==> config.mk <==
export PLATFORM = sky130hd
export DESIGN_NAME = blum_goldwasser_decrypt_core
export DESIGN_NICKNAME = d
export VERILOG_FILES = /design/src/hw/rtl/bgd_pkg.sv /design/src/hw/rtl/bgd_modmul.sv /design/src/hw/rtl/blum_goldwasser_decrypt_core.sv
export SDC_FILE = /design/constraint.sdc
export NUM_CORES = 2
export LEC_CHECK = 0
export ABC_CLOCK_PERIOD_IN_PS = 9650
export BUFFER_PORTS_ARGS = -buffer_cell sky130_fd_sc_hd__buf_2
export CORE_MARGIN = 3
export CORE_UTILIZATION = 34
export DETAILED_ROUTE_END_ITERATION = 8
export SLEW_MARGIN = 20
export SYNTH_ARGS = -nofsm -noshare
export SYNTH_HDL_FRONTEND = slang
export SYNTH_SLANG_ARGS = --single-unit
==> constraint.sdc <==
create_clock -name clk_i -period 9.65 [get_ports clk_i]
set_input_delay 0.4825 -clock clk_i [delete_from_list [all_inputs] [get_ports clk_i]]
set_output_delay 0.4825 -clock clk_i [all_outputs]
set_load 0.01 [all_outputs]
==> src/hw/rtl/bgd_pkg.sv <==
// ----------------------------------------------------------------------------
// bgd_pkg
// Shared constants for the Blum-Goldwasser decrypt core: widths, register
// indexes, reset values and operation codes.
// ----------------------------------------------------------------------------
package bgd_pkg;

  localparam int unsigned WORD_W   = 32;
  localparam int unsigned PRIME_W  = 16;
  localparam int unsigned COEF_W   = 17;
  localparam int unsigned EXP_W    = 16;
  localparam int unsigned NIBBLE_W = 4;
  localparam int unsigned CFG_IDX_W = 3;

  localparam int unsigned PRIME_BITS_DEF = 16;
  localparam int unsigned KEY_BITS_DEF   = 4;

  // configuration register indexes
  localparam logic [CFG_IDX_W-1:0] REG_PRIME_P = 3'd0;
  localparam logic [CFG_IDX_W-1:0] REG_PRIME_Q = 3'd1;
  localparam logic [CFG_IDX_W-1:0] REG_COEF_A  = 3'd2;
  localparam logic [CFG_IDX_W-1:0] REG_COEF_B  = 3'd3;
  localparam logic [CFG_IDX_W-1:0] REG_EXP_P   = 3'd4;
  localparam logic [CFG_IDX_W-1:0] REG_EXP_Q   = 3'd5;

  localparam logic [PRIME_W-1:0] PRIME_P_RST = 16'd499;
  localparam logic [PRIME_W-1:0] PRIME_Q_RST = 16'd547;
  localparam logic [COEF_W-1:0]  COEF_A_RST  = 17'h1FFC7; // -57
  localparam logic [COEF_W-1:0]  COEF_B_RST  = 17'd52;
  localparam logic [EXP_W-1:0]   EXP_P_RST   = 16'd463;
  localparam logic [EXP_W-1:0]   EXP_Q_RST   = 16'd337;

  localparam logic OP_LOAD   = 1'b0;
  localparam logic OP_CIPHER = 1'b1;

endpackage

==> src/hw/rtl/bgd_modmul.sv <==
// ----------------------------------------------------------------------------
// bgd_modmul
// Bit-serial interleaved modular multiplier: res = (a * b) mod m, one bit of a
// per cycle, MSB first. Requires b < m. A zero modulus returns zero.
// ----------------------------------------------------------------------------
module bgd_modmul (
  input  logic                        clk_i,
  input  logic                        rst_ni,
  input  logic                        start_i,
  input  logic [bgd_pkg::WORD_W-1:0]  a_i,
  input  logic [bgd_pkg::WORD_W-1:0]  b_i,
  input  logic [bgd_pkg::WORD_W-1:0]  m_i,
  output logic                        done_o,
  output logic [bgd_pkg::WORD_W-1:0]  res_o
);

  localparam int unsigned W = bgd_pkg::WORD_W;
  localparam int unsigned CNT_W = $clog2(W);

  logic [W-1:0]     a_q, b_q, m_q, r_q, r_d;
  logic [CNT_W-1:0] cnt_q;
  logic             busy_q, done_q;
  logic [W:0]       dbl, dbl_red, acc, acc_red;

  // r = 2r mod m, then r = (r + bit*b) mod m; both stay below 2m
  always_comb begin
    dbl     = {r_q, 1'b0};
    dbl_red = (dbl >= {1'b0, m_q}) ? dbl - {1'b0, m_q} : dbl;
    acc     = {1'b0, dbl_red[W-1:0]} + (a_q[W-1] ? {1'b0, b_q} : '0);
    acc_red = (acc >= {1'b0, m_q}) ? acc - {1'b0, m_q} : acc;
    r_d     = acc_red[W-1:0];
  end

  always_ff @(posedge clk_i or negedge rst_ni) begin
    if (!rst_ni) begin
      busy_q <= 1'b0;
      done_q <= 1'b0;
      cnt_q  <= '0;
    end else begin
      done_q <= 1'b0;
      if (start_i) begin
        busy_q <= 1'b1;
        cnt_q  <= '0;
      end else if (busy_q) begin
        cnt_q <= cnt_q + 1'b1;
        if (cnt_q == CNT_W'(W - 1)) begin
          busy_q <= 1'b0;
          done_q <= 1'b1;
        end
      end
    end
  end

  always_ff @(posedge clk_i) begin
    if (start_i) begin
      a_q <= a_i;
      b_q <= b_i;
      m_q <= m_i;
      r_q <= '0;
    end else if (busy_q) begin
      a_q <= {a_q[W-2:0], 1'b0};
      r_q <= r_d;
    end
  end

  assign done_o = done_q;
  assign res_o  = (m_q == '0) ? '0 : r_q;

  a_res_range: assert property (@(posedge clk_i) disable iff (!rst_ni)
    done_q |-> (m_q == '0 || r_q < m_q)) else $error("modmul result out of range");
  a_start_idle: assert property (@(posedge clk_i) disable iff (!rst_ni)
    start_i |-> !busy_q) else $error("modmul started while busy");
  a_done_idle: assert property (@(posedge clk_i) disable iff (!rst_ni)
    done_q |-> !busy_q) else $error("modmul done while busy");

endmodule

==> src/hw/rtl/blum_goldwasser_decrypt_core.sv <==
// Cipher transaction: two modular multiplies mod n.
// Load transaction: up to 73 modular multiplies (two 16-bit square-and-multiply
// exponentiations plus CRT recombination and a final squaring).
// One transaction at a time; the bit-serial multiplier (one bit per cycle) sets the rate.
// The plain nibble waits in a pending register and moves to the output once that register is free.
// Asynchronous active-low reset restores default registers and clears key state.
// ----------------------------------------------------------------------------
// blum_goldwasser_decrypt_core
// Blum-Goldwasser decryption: recovers the seed from the final generator
// state and streams plaintext nibbles from the squaring generator.
// ----------------------------------------------------------------------------
module blum_goldwasser_decrypt_core #(
  parameter int unsigned PRIME_BITS = bgd_pkg::PRIME_BITS_DEF,
  parameter int unsigned KEY_BITS   = bgd_pkg::KEY_BITS_DEF
) (
  input  logic                           clk_i,
  input  logic                           rst_ni,
  input  logic                           cfg_we_i,
  input  logic [bgd_pkg::CFG_IDX_W-1:0]  cfg_idx_i,
  input  logic [bgd_pkg::COEF_W-1:0]     cfg_wdata_i,
  input  logic                           in_valid_i,
  output logic                           in_stall_o,
  input  logic                           op_i,
  input  logic [bgd_pkg::WORD_W-1:0]     load_value_i,
  input  logic [bgd_pkg::NIBBLE_W-1:0]   cipher_nibble_i,
  output logic                           out_valid_o,
  input  logic                           out_stall_i,
  output logic [bgd_pkg::NIBBLE_W-1:0]   plain_nibble_o
);

  localparam int unsigned W  = bgd_pkg::WORD_W;
  localparam int unsigned PW = bgd_pkg::PRIME_W;
  localparam int unsigned CW = bgd_pkg::COEF_W;
  localparam int unsigned NW = bgd_pkg::NIBBLE_W;
  localparam int unsigned MASK_BITS = (PRIME_BITS < PW) ? PRIME_BITS : PW;
  localparam logic [PW-1:0] PMask = {PW{1'b1}} >> (PW - MASK_BITS);
  localparam logic [NW-1:0] KMask =
    (KEY_BITS >= NW) ? {NW{1'b1}} : NW'((1 << KEY_BITS) - 1);

  localparam logic [3:0] ST_IDLE  = 4'd0;
  localparam logic [3:0] ST_CRED  = 4'd1;
  localparam logic [3:0] ST_CSQ   = 4'd2;
  localparam logic [3:0] ST_LBASE = 4'd3;
  localparam logic [3:0] ST_LMUL  = 4'd4;
  localparam logic [3:0] ST_LSQ   = 4'd5;
  localparam logic [3:0] ST_CA    = 4'd6;
  localparam logic [3:0] ST_CAP   = 4'd7;
  localparam logic [3:0] ST_CAV   = 4'd8;
  localparam logic [3:0] ST_CB    = 4'd9;
  localparam logic [3:0] ST_CBQ   = 4'd10;
  localparam logic [3:0] ST_CBU   = 4'd11;
  localparam logic [3:0] ST_SUM   = 4'd12;
  localparam logic [3:0] ST_FSQ   = 4'd13;

  // configuration
  logic [PW-1:0] prime_p_q, prime_q_q;
  logic [CW-1:0] coef_a_q, coef_b_q;
  logic [bgd_pkg::EXP_W-1:0] exp_p_q, exp_q_q;

  always_ff @(posedge clk_i or negedge rst_ni) begin
    if (!rst_ni) begin
      prime_p_q <= bgd_pkg::PRIME_P_RST;
      prime_q_q <= bgd_pkg::PRIME_Q_RST;
      coef_a_q  <= bgd_pkg::COEF_A_RST;
      coef_b_q  <= bgd_pkg::COEF_B_RST;
      exp_p_q   <= bgd_pkg::EXP_P_RST;
      exp_q_q   <= bgd_pkg::EXP_Q_RST;
    end else if (cfg_we_i) begin
      case (cfg_idx_i)
        bgd_pkg::REG_PRIME_P: prime_p_q <= cfg_wdata_i[PW-1:0];
        bgd_pkg::REG_PRIME_Q: prime_q_q <= cfg_wdata_i[PW-1:0];
        bgd_pkg::REG_COEF_A:  coef_a_q  <= cfg_wdata_i;
        bgd_pkg::REG_COEF_B:  coef_b_q  <= cfg_wdata_i;
        bgd_pkg::REG_EXP_P:   exp_p_q   <= cfg_wdata_i[bgd_pkg::EXP_W-1:0];
        bgd_pkg::REG_EXP_Q:   exp_q_q   <= cfg_wdata_i[bgd_pkg::EXP_W-1:0];
        default: ;
      endcase
    end
  end

  logic [PW-1:0] p_m, q_m;
  logic [W-1:0]  n_comb;
  assign p_m    = prime_p_q & PMask;
  assign q_m    = prime_q_q & PMask;
  assign n_comb = W'(p_m) * W'(q_m);

  // sequencer state
  logic [3:0]    st_q, st_d;
  logic          go_q, sel_q;
  logic [3:0]    i_q;
  logic [W-1:0]  x_q, t_q, s_q, ks_q, n_q;
  logic [PW-1:0] bb_q, acc_q, u_q, v_q;
  logic          out_valid_q, pend_valid_q;
  logic [NW-1:0] out_plain_q, pend_plain_q;

  logic          accept, out_load, e_bit, mm_start, mm_done, skip_mul;
  logic [W-1:0]  mm_a, mm_b, mm_m, mm_res, mm_one, cur_p, fix_a, fix_b;
  logic [CW-1:0] abs_a, abs_b;
  logic [W:0]    sum_w, sum_red;

  assign in_stall_o = (st_q != ST_IDLE) || pend_valid_q;
  assign accept     = in_valid_i && !in_stall_o;
  assign out_load   = pend_valid_q && (!out_valid_q || !out_stall_i);

  assign cur_p    = sel_q ? W'(q_m) : W'(p_m);
  assign e_bit    = sel_q ? exp_q_q[i_q] : exp_p_q[i_q];
  assign skip_mul = (st_q == ST_LMUL) && !e_bit;
  assign abs_a    = coef_a_q[CW-1] ? CW'(-coef_a_q) : coef_a_q;
  assign abs_b    = coef_b_q[CW-1] ? CW'(-coef_b_q) : coef_b_q;
  assign mm_one   = {{(W-1){1'b0}}, (mm_m != W'(1))};

  // negative coefficients map to n - (|c| mod n)
  assign fix_a = (coef_a_q[CW-1] && mm_res != '0) ? n_q - mm_res : mm_res;
  assign fix_b = (coef_b_q[CW-1] && mm_res != '0) ? n_q - mm_res : mm_res;

  assign sum_w   = {1'b0, s_q} + {1'b0, t_q};
  assign sum_red = (sum_w >= {1'b0, n_q}) ? sum_w - {1'b0, n_q} : sum_w;

  always_comb begin
    mm_a = '0;
    mm_b = '0;
    mm_m = n_q;
    case (st_q)
      ST_CRED:  begin mm_a = ks_q;       mm_b = mm_one; end
      ST_CSQ:   begin mm_a = ks_q;       mm_b = t_q;    end
      ST_LBASE: begin mm_m = cur_p; mm_a = x_q; mm_b = mm_one; end
      ST_LMUL:  begin mm_m = cur_p; mm_a = W'(acc_q); mm_b = W'(bb_q); end
      ST_LSQ:   begin mm_m = cur_p; mm_a = W'(bb_q);  mm_b = W'(bb_q); end
      ST_CA:    begin mm_a = W'(abs_a);  mm_b = mm_one; end
      ST_CAP:   begin mm_a = W'(p_m);    mm_b = t_q;    end
      ST_CAV:   begin mm_a = W'(v_q);    mm_b = t_q;    end
      ST_CB:    begin mm_a = W'(abs_b);  mm_b = mm_one; end
      ST_CBQ:   begin mm_a = W'(q_m);    mm_b = t_q;    end
      ST_CBU:   begin mm_a = W'(u_q);    mm_b = t_q;    end
      ST_FSQ:   begin mm_a = t_q;        mm_b = t_q;    end
      default: ;
    endcase
  end

  assign mm_start = !go_q && (st_q != ST_IDLE) && (st_q != ST_SUM) && !skip_mul;

  bgd_modmul u_modmul (
    .clk_i   (clk_i),
    .rst_ni  (rst_ni),
    .start_i (mm_start),
    .a_i     (mm_a),
    .b_i     (mm_b),
    .m_i     (mm_m),
    .done_o  (mm_done),
    .res_o   (mm_res)
  );

  always_comb begin
    st_d = st_q;
    case (st_q)
      ST_IDLE:  if (accept) st_d = (op_i == bgd_pkg::OP_CIPHER) ? ST_CRED : ST_LBASE;
      ST_CRED:  if (mm_done) st_d = ST_CSQ;
      ST_CSQ:   if (mm_done) st_d = ST_IDLE;
      ST_LBASE: if (mm_done) st_d = ST_LMUL;
      ST_LMUL:  if (skip_mul || mm_done) st_d = ST_LSQ;
      ST_LSQ: begin
        if (mm_done) begin
          if (i_q == 4'd15) st_d = sel_q ? ST_CA : ST_LBASE;
          else              st_d = ST_LMUL;
        end
      end
      ST_CA:    if (mm_done) st_d = ST_CAP;
      ST_CAP:   if (mm_done) st_d = ST_CAV;
      ST_CAV:   if (mm_done) st_d = ST_CB;
      ST_CB:    if (mm_done) st_d = ST_CBQ;
      ST_CBQ:   if (mm_done) st_d = ST_CBU;
      ST_CBU:   if (mm_done) st_d = ST_SUM;
      ST_SUM:   st_d = ST_FSQ;
      ST_FSQ:   if (mm_done) st_d = ST_IDLE;
      default:  st_d = ST_IDLE;
    endcase
  end

  always_ff @(posedge clk_i or negedge rst_ni) begin
    if (!rst_ni) begin
      st_q         <= ST_IDLE;
      go_q         <= 1'b0;
      sel_q        <= 1'b0;
      i_q          <= '0;
      ks_q         <= '0;
      out_valid_q  <= 1'b0;
      pend_valid_q <= 1'b0;
    end else begin
      st_q <= st_d;
      if (mm_start)     go_q <= 1'b1;
      else if (mm_done) go_q <= 1'b0;

      if (accept) begin
        sel_q <= 1'b0;
        i_q   <= '0;
      end
      if (mm_done && st_q == ST_LBASE) i_q <= '0;
      if (mm_done && st_q == ST_LSQ) begin
        i_q <= i_q + 1'b1;
        if (i_q == 4'd15) sel_q <= 1'b1;
      end
      if (mm_done && (st_q == ST_CSQ || st_q == ST_FSQ)) ks_q <= mm_res;

      // pending nibble moves on once the output register is free
      if (accept && op_i == bgd_pkg::OP_CIPHER) begin
        pend_valid_q <= 1'b1;
      end else if (out_load) begin
        pend_valid_q <= 1'b0;
      end

      if (out_load) begin
        out_valid_q <= 1'b1;
      end else if (!out_stall_i) begin
        out_valid_q <= 1'b0;
      end
    end
  end

  always_ff @(posedge clk_i) begin
    if (accept) begin
      x_q <= load_value_i;
      n_q <= n_comb;
      if (op_i == bgd_pkg::OP_CIPHER) pend_plain_q <= cipher_nibble_i ^ (ks_q[NW-1:0] & KMask);
    end
    if (out_load) out_plain_q <= pend_plain_q;
    if (st_q == ST_SUM) t_q <= sum_red[W-1:0];
    if (mm_done) begin
      case (st_q)
        ST_CRED:  t_q <= mm_res;
        ST_LBASE: begin
          bb_q  <= mm_res[PW-1:0];
          acc_q <= mm_one[PW-1:0];
        end
        ST_LMUL:  acc_q <= mm_res[PW-1:0];
        ST_LSQ: begin
          bb_q <= mm_res[PW-1:0];
          if (i_q == 4'd15) begin
            if (sel_q) v_q <= acc_q;
            else       u_q <= acc_q;
          end
        end
        ST_CA:    t_q <= fix_a;
        ST_CAP:   t_q <= mm_res;
        ST_CAV:   s_q <= mm_res;
        ST_CB:    t_q <= fix_b;
        ST_CBQ:   t_q <= mm_res;
        ST_CBU:   t_q <= mm_res;
        default: ;
      endcase
    end
  end

  assign out_valid_o    = out_valid_q;
  assign plain_nibble_o = out_plain_q;

  a_no_accept_busy: assert property (@(posedge clk_i) disable iff (!rst_ni)
    (st_q != ST_IDLE) |-> !accept) else $error("transaction accepted while busy");
  a_cipher_out: assert property (@(posedge clk_i) disable iff (!rst_ni)
    (accept && op_i == bgd_pkg::OP_CIPHER) |=> pend_valid_q) else $error("missing result");
  a_load_no_out: assert property (@(posedge clk_i) disable iff (!rst_ni)
    (accept && op_i == bgd_pkg::OP_LOAD && !out_valid_q) |=> !out_valid_q)
    else $error("load produced a result");
  a_go_work: assert property (@(posedge clk_i) disable iff (!rst_ni)
    go_q |-> (st_q != ST_IDLE)) else $error("multiplier pending while idle");
  a_out_hold: assert property (@(posedge clk_i) disable iff (!rst_ni)
    (out_valid_q && out_stall_i) |=> (out_valid_q && $stable(out_plain_q)))
    else $error("stalled result changed");

endmodule

* Yosys cells after proc, flatten, opt, wreduce, memory -nomap -nowiden *
Cells that the tools add are included.

word-level totals
  register bits = 477
  input bits = 62
  output and inout port bits = 6
  word-level logic and storage cells = 195

operators by class
  add/sub/neg operators = 10
  multiply operators = 1
  $lt $le $gt $ge = 4
  equality and inequality tests = 35
  muxes and demuxes = 60
  bitwise operators = 2
  reductions and logical operators = 53

operator list
  kind                   number
  $mux W32               12
  $pmux W32 S11          1
  $pmux W32 S3           2
  $sub A32 B32 Y32       4
  $ge A33 B32 Y1         3
  $add A32 B32 Y33       2
  $mux W4                15
  $pmux W4 S13           1
  $mux W17               2
  $neg A17 Y17           2
  $logic_not A32 Y1      1
  $mul A16 B16 Y32       1
  $ne A32 B1 Y1 const B  1
  $pmux W16 S2           1
  $reduce_bool A32 Y1    1
  $eq A4 B4 Y1 const B   7
  $ne A2 B1 Y1 const B   12
  $reduce_and A2 Y1      10
  $mux W1                18
  $eq A4 B3 Y1 const B   4
  $mux W16               1
  $logic_and A1 B1 Y1    12
  $reduce_and A12 Y1     1
  $mux W5                2
  other kinds (28)       49

* Logic depth before layout (Yosys ltp) *
  depth after elaboration = 8
  gate-level depth with buffers = 34
  depth with buffers taken out = 32

* Hierarchy *
A second synthesis with hierarchy kept.

unflattened totals
  cells, all modules = 4116
  area, all modules = 39806.9 sq um

by module, submodules not included
  module                        instances  cells each  area an instance (sq um)  sequential area each (sq um)
  blum_goldwasser_decrypt_core  1          3004        29072.9                   9287.7
  bgd_modmul                    1          1112        10734.0                   3698.5

* Least setup slack after synthesis *
Ideal clock, no wire load.

  kind = register to register
  start = register prime_q_q[1]
  end = register n_q[30], data pin
  library setup time = 260 ps
  arrival time = 6615 ps
  data required time = 9390 ps
  slack = 2775 ps
  cell stages (with the launch flop) = 26
  path buffers = 2
  period minus slack after synthesis = 6875 ps
  path through = dfstp_2 > clkbuf_1 > clkbuf_1 > nand2_1 > fa_1 > inv_1 > fa_1 > inv_1 > fa_1 > inv_1 > fa_1 > inv_1 > fa_1 > inv_1 > fa_1 > ha_1 > and3_1 > a221o_1 > a21oi_2 > a31oi_2 > a221oi_4 > o21ai_2 > a2111oi_4 > nor4b_1 > a311oi_2 > xnor2_1

between the ends
  longest elaborated chain between the ends = 1

RTL lines
  element                 line                                 source
  start, declared         blum_goldwasser_decrypt_core.sv:56   logic [PW-1:0] prime_p_q, prime_q_q;
  start signal, assigned  blum_goldwasser_decrypt_core.sv:63   prime_q_q <= bgd_pkg::PRIME_Q_RST;
  start signal, assigned  blum_goldwasser_decrypt_core.sv:71   bgd_pkg::REG_PRIME_Q: prime_q_q <= cfg_wdata_i[PW-1:0];
  $mul A16 B16 Y32        blum_goldwasser_decrypt_core.sv:85   assign n_comb = W'(p_m) * W'(q_m);
  via n_comb[30]          blum_goldwasser_decrypt_core.sv:82   logic [W-1:0] n_comb;
  end signal, assigned    blum_goldwasser_decrypt_core.sv:222  n_q <= n_comb;
  end, declared           blum_goldwasser_decrypt_core.sv:91   logic [W-1:0] x_q, t_q, s_q, ks_q, n_q;

The timed path passes the listed nets, and every way through them passes these cells.
A chain may end at the register's enable or synchronous reset.

* Worst setup path after layout *
  start = register u_modmul.m_q[1]
  end = register u_modmul.r_q[13]

between the ends
  longest elaborated chain between the ends = 5
  elaborated cells between the ends (all ways) = 7
  classes of those cells = add/sub: 3; order compare: 2; mux: 2

RTL lines
  element                                             line              source
  start, declared                                     bgd_modmul.sv:20  logic [W-1:0] a_q, b_q, m_q, r_q, r_d;
  start signal, assigned                              bgd_modmul.sv:58  m_q <= m_i;
  $sub A32 B32 Y32 or $ge A33 B32 Y1 (tied branches)  bgd_modmul.sv:28  dbl_red = (dbl >= {1'b0, m_q}) ? dbl - {1'b0, m_q} : dbl;
  $mux W32                                            bgd_modmul.sv:28
  $add A32 B32 Y33                                    bgd_modmul.sv:29  acc = {1'b0, dbl_red[W-1:0]} + (a_q[W-1] ? {1'b0, b_q} : '0);
  $sub A32 B32 Y32 or $ge A33 B32 Y1 (tied branches)  bgd_modmul.sv:30  acc_red = (acc >= {1'b0, m_q}) ? acc - {1'b0, m_q} : acc;
  $mux W32 *                                          bgd_modmul.sv:30
  end signal, assigned                                bgd_modmul.sv:62  r_q <= r_d;
  end, declared                                       bgd_modmul.sv:20

Every way passes the cells marked *; elsewhere a longest branch is shown, timed or not.

==> reports/qor.yml <==
logic_synthesis:
  yosys_warnings: 0
  syn_area_um2: 39520
  synthFlopType: "edfxtp_1"
  async_reset_ff_share_pct: 31.24
  synth.avg_cell_area_um2: 9.404
  synthesis.nets: 4764
  ys_ff_latch: 477
  ys_seq_area_share_pct: 32.86
  syn_inst: 4202
  synth.distinct_cells: 96
  synth_edf_count: 264
critical_path:
  r2r_start: "u_modmul.m_q[1]"
  path_class: "flip-flop to flip-flop"
  worst-path-buf-inv: 3
  cp_max_fo: 31
  cp.depth: 30
  start_kind: "flip-flop"
  cp.required_ns: 10.19
  reg2reg_to: "u_modmul.r_q[13]"
  max_stage_delay_ns: 0.93
  reg2reg_depth: 30
  cp_slowest_cell: "a211oi_1"
  r2r_slack_ns: 0.90
  cp.arrival_ns: 9.30
  crit_path_start: "u_modmul.m_q[1]"
  end_kind: "flip-flop"
  cp_top_family: "compound AO/OA/AOI/OAI gates"
  worstSetupEndpoint: "u_modmul.r_q[13]"
placement:
  gp_congestion: 0.9363
  dp.final_hpwl_um: 98230
  io_buffer_count: 67
timing:
  max_freq_ghz: 0.1142
  setup_violations: 0
  min_period_ns: 8.754
  finalMaxSlewViolations: 0
  skew_ns: 0.03999
  fin_crit_sh_pct: 90.72
  hold_viol_final: 0
  worst_pin_slew_ns: 1.193
  rsz0062_at_grt: "false"
  tns_ns: 0
  slew_headroom_pct: 20.43
routing:
  first_iter_violations: 2972
  vias: 32520
  wl_per_cell_um: 22.70
  routed_wl_um: 130500
  drc: 0
  antenna_left: 0
  vias_per_cell: 5.656
  drtPass1Iterations: 6
die:
  row_count: 124
  io-pin-count: 68
  fp.dieH_um: 346.9
  initial_core_util_pct: 34.42
  die_area_um2: 120400
  core_area_um2: 114800
  die_w_um: 346.9
cells_and_area:
  utilization_pct: 37.92
  num-fill-cells: 11430
  layout-area-overhead-vs-synth_pct: 10.17
  layout.nets: 4752
  layout_common_cells: "nand2_1, inv_1, ha_1"
  drive_gt1_share_pct: 10.20
  final_common_cell: "nand2_1"
outcome:
  status: "finished, final reports clean"
clocking:
  cts_made_buffers: 54
  cts_root_buf: "clkbuf_16"
  htree_levels: 2
  clkTransAtPathRegs_ns: 0.07
  clkLatencyLatePin_ns: 0.66
  cts_tree: "yes"
  cts_buffer_depth: 3
  cts.sinks: 477
  cts_resized: 0
run:
  max_cap_violations: 0
global_routing:
  grt_pass1_wl_um: 197100
  grt-ovfl-total: 0
  antenna_found_initial: 3
  grt_usage_pct: 21.11
  first_global_vias: 31920
  grt_max_degree: 85
hold_path:
  hold_class: "input pin to flip-flop"
[synth_stat cells (11+ instances only)]
cell / n / area share (%)
nand4_1: 42 / 0.66
clkbuf_1: 178 / 1.7
dfxtp_1: 64 / 3.2
and3_1: 26 / 0.41
ha_1: 300 / 9.5
nand2b_1: 39 / 0.62
dfstp_2: 39 / 2.6
edfxtp_1: 264 / 20
o21a_1: 32 / 0.61
o21bai_1: 40 / 0.76
mux2_2: 113 / 3.2
o211ai_1: 26 / 0.49
dfrtp_1: 110 / 7.0
inv_1: 400 / 3.8
nor2b_1: 25 / 0.40
nor3_1: 58 / 0.73
a211oi_1: 34 / 0.65
o21ai_0: 246 / 3.1
xnor2_1: 136 / 3.0
mux2i_1: 41 / 1.0
a22oi_1: 21 / 0.40
or4_1: 13 / 0.25
nor2_1: 204 / 1.9
or3_1: 11 / 0.17
a221oi_1: 23 / 0.51
fa_1: 200 / 10
a21oi_1: 265 / 3.4
nor4_1: 42 / 0.66
a21o_1: 80 / 1.5
a31oi_1: 41 / 0.65
a22o_1: 30 / 0.66
buf_2: 18 / 0.23
a222oi_1: 41 / 1.0
or2_2: 14 / 0.22
and2_1: 172 / 2.7
o31ai_1: 25 / 0.47
nand3_1: 65 / 0.82
nand2_1: 440 / 4.2
o22ai_1: 32 / 0.51
xor2_1: 78 / 1.7
[stage by stage]
step,std cells,setup WS [ns],area (µm²),hold slack (ns)
finish,5749,0.8960,43540,0.03212
global route,5748,0.3605,43530,0.01800
CTS,5748,1.006,43520,0.004744
detailed placement,5622,1.056,41440,0.4093
global placement,5621,1.209,41430,0.4009
floorplan,4202,2.775,39520,0.1869
[layer usage]
layer	track usage, %	vias to the layer above	part of all wire [%]
met1	29.30	16130	44
met3	2.741	220	7.0
met5	0	-	0
li1	-	14900	-
met2	34.24	1265	46
met4	6.573	0	3.3
[registers in the layout, summed over array words and instances, names as in the netlist, 32 cells and up]
register / flops
n_q: 32
u_modmul.r_q: 32
u_modmul.m_q: 32
ks_q: 32
t_q: 32
s_q: 32
x_q: 32
u_modmul.b_q: 32
u_modmul.a_q: 32
[worst min-delay path by stage]
stage                        endpoint             start  slack [ns]  depth (start not counted)
floorplan                 coef_a_q[3]            rst_ni        0.19                          0
detailed placement  plain_nibble_o[2]   pend_plain_q[2]        0.41                          0
global placement    plain_nibble_o[0]   pend_plain_q[0]        0.40                          0
CTS                           x_q[22]  load_value_i[22]       0.005                          1
finish                        x_q[22]  load_value_i[22]        0.03                          1
global route                  x_q[28]  load_value_i[28]        0.02                          1
[layout make-up]
| cell class | instances | area [µm²] | area share (%) |
|---|---|---|---|
| diodes | 1 | 2.502 | 0.005748 |
| clock buffers | 78 | 1554 | 3.569 |
| clock inverters | 24 | 287.8 | 0.6610 |
| inverters | 401 | 1506 | 3.460 |
| multi-input cells | 3112 | 24310 | 55.85 |
| flip-flops and latches | 477 | 12990 | 29.84 |
| well taps | 1512 | 1892 | 4.345 |
| repair buffers | 144 | 987.2 | 2.268 |
[kinds of logic (layout without fill, tap and decap cells)]
kind of cell               Yosys count  count (layout)  share of synthesized area (%)
and+or+nand+nor                   1179            1179                          14.37
adders and majority gates          500             500                          19.63
other                                0               1                              0
buffers and inverters              613             647                          5.972
DFF                                477             477                          32.86
AOI/OAI and AO/OA                 1055            1055                          17.60
muxes                              164             164                          4.829
xor gates and xnor gates           214             214                          4.743
[timing repair]
action / 4_1_cts / 5_1_grt
setup buffers: 0 / 0
hold buffers: 24 / 0
endpoints found under the hold margin: 81 / 0
Power is not shown: default switching activity piles up to over one toggle a cycle in this logic, so the estimate is an artifact.
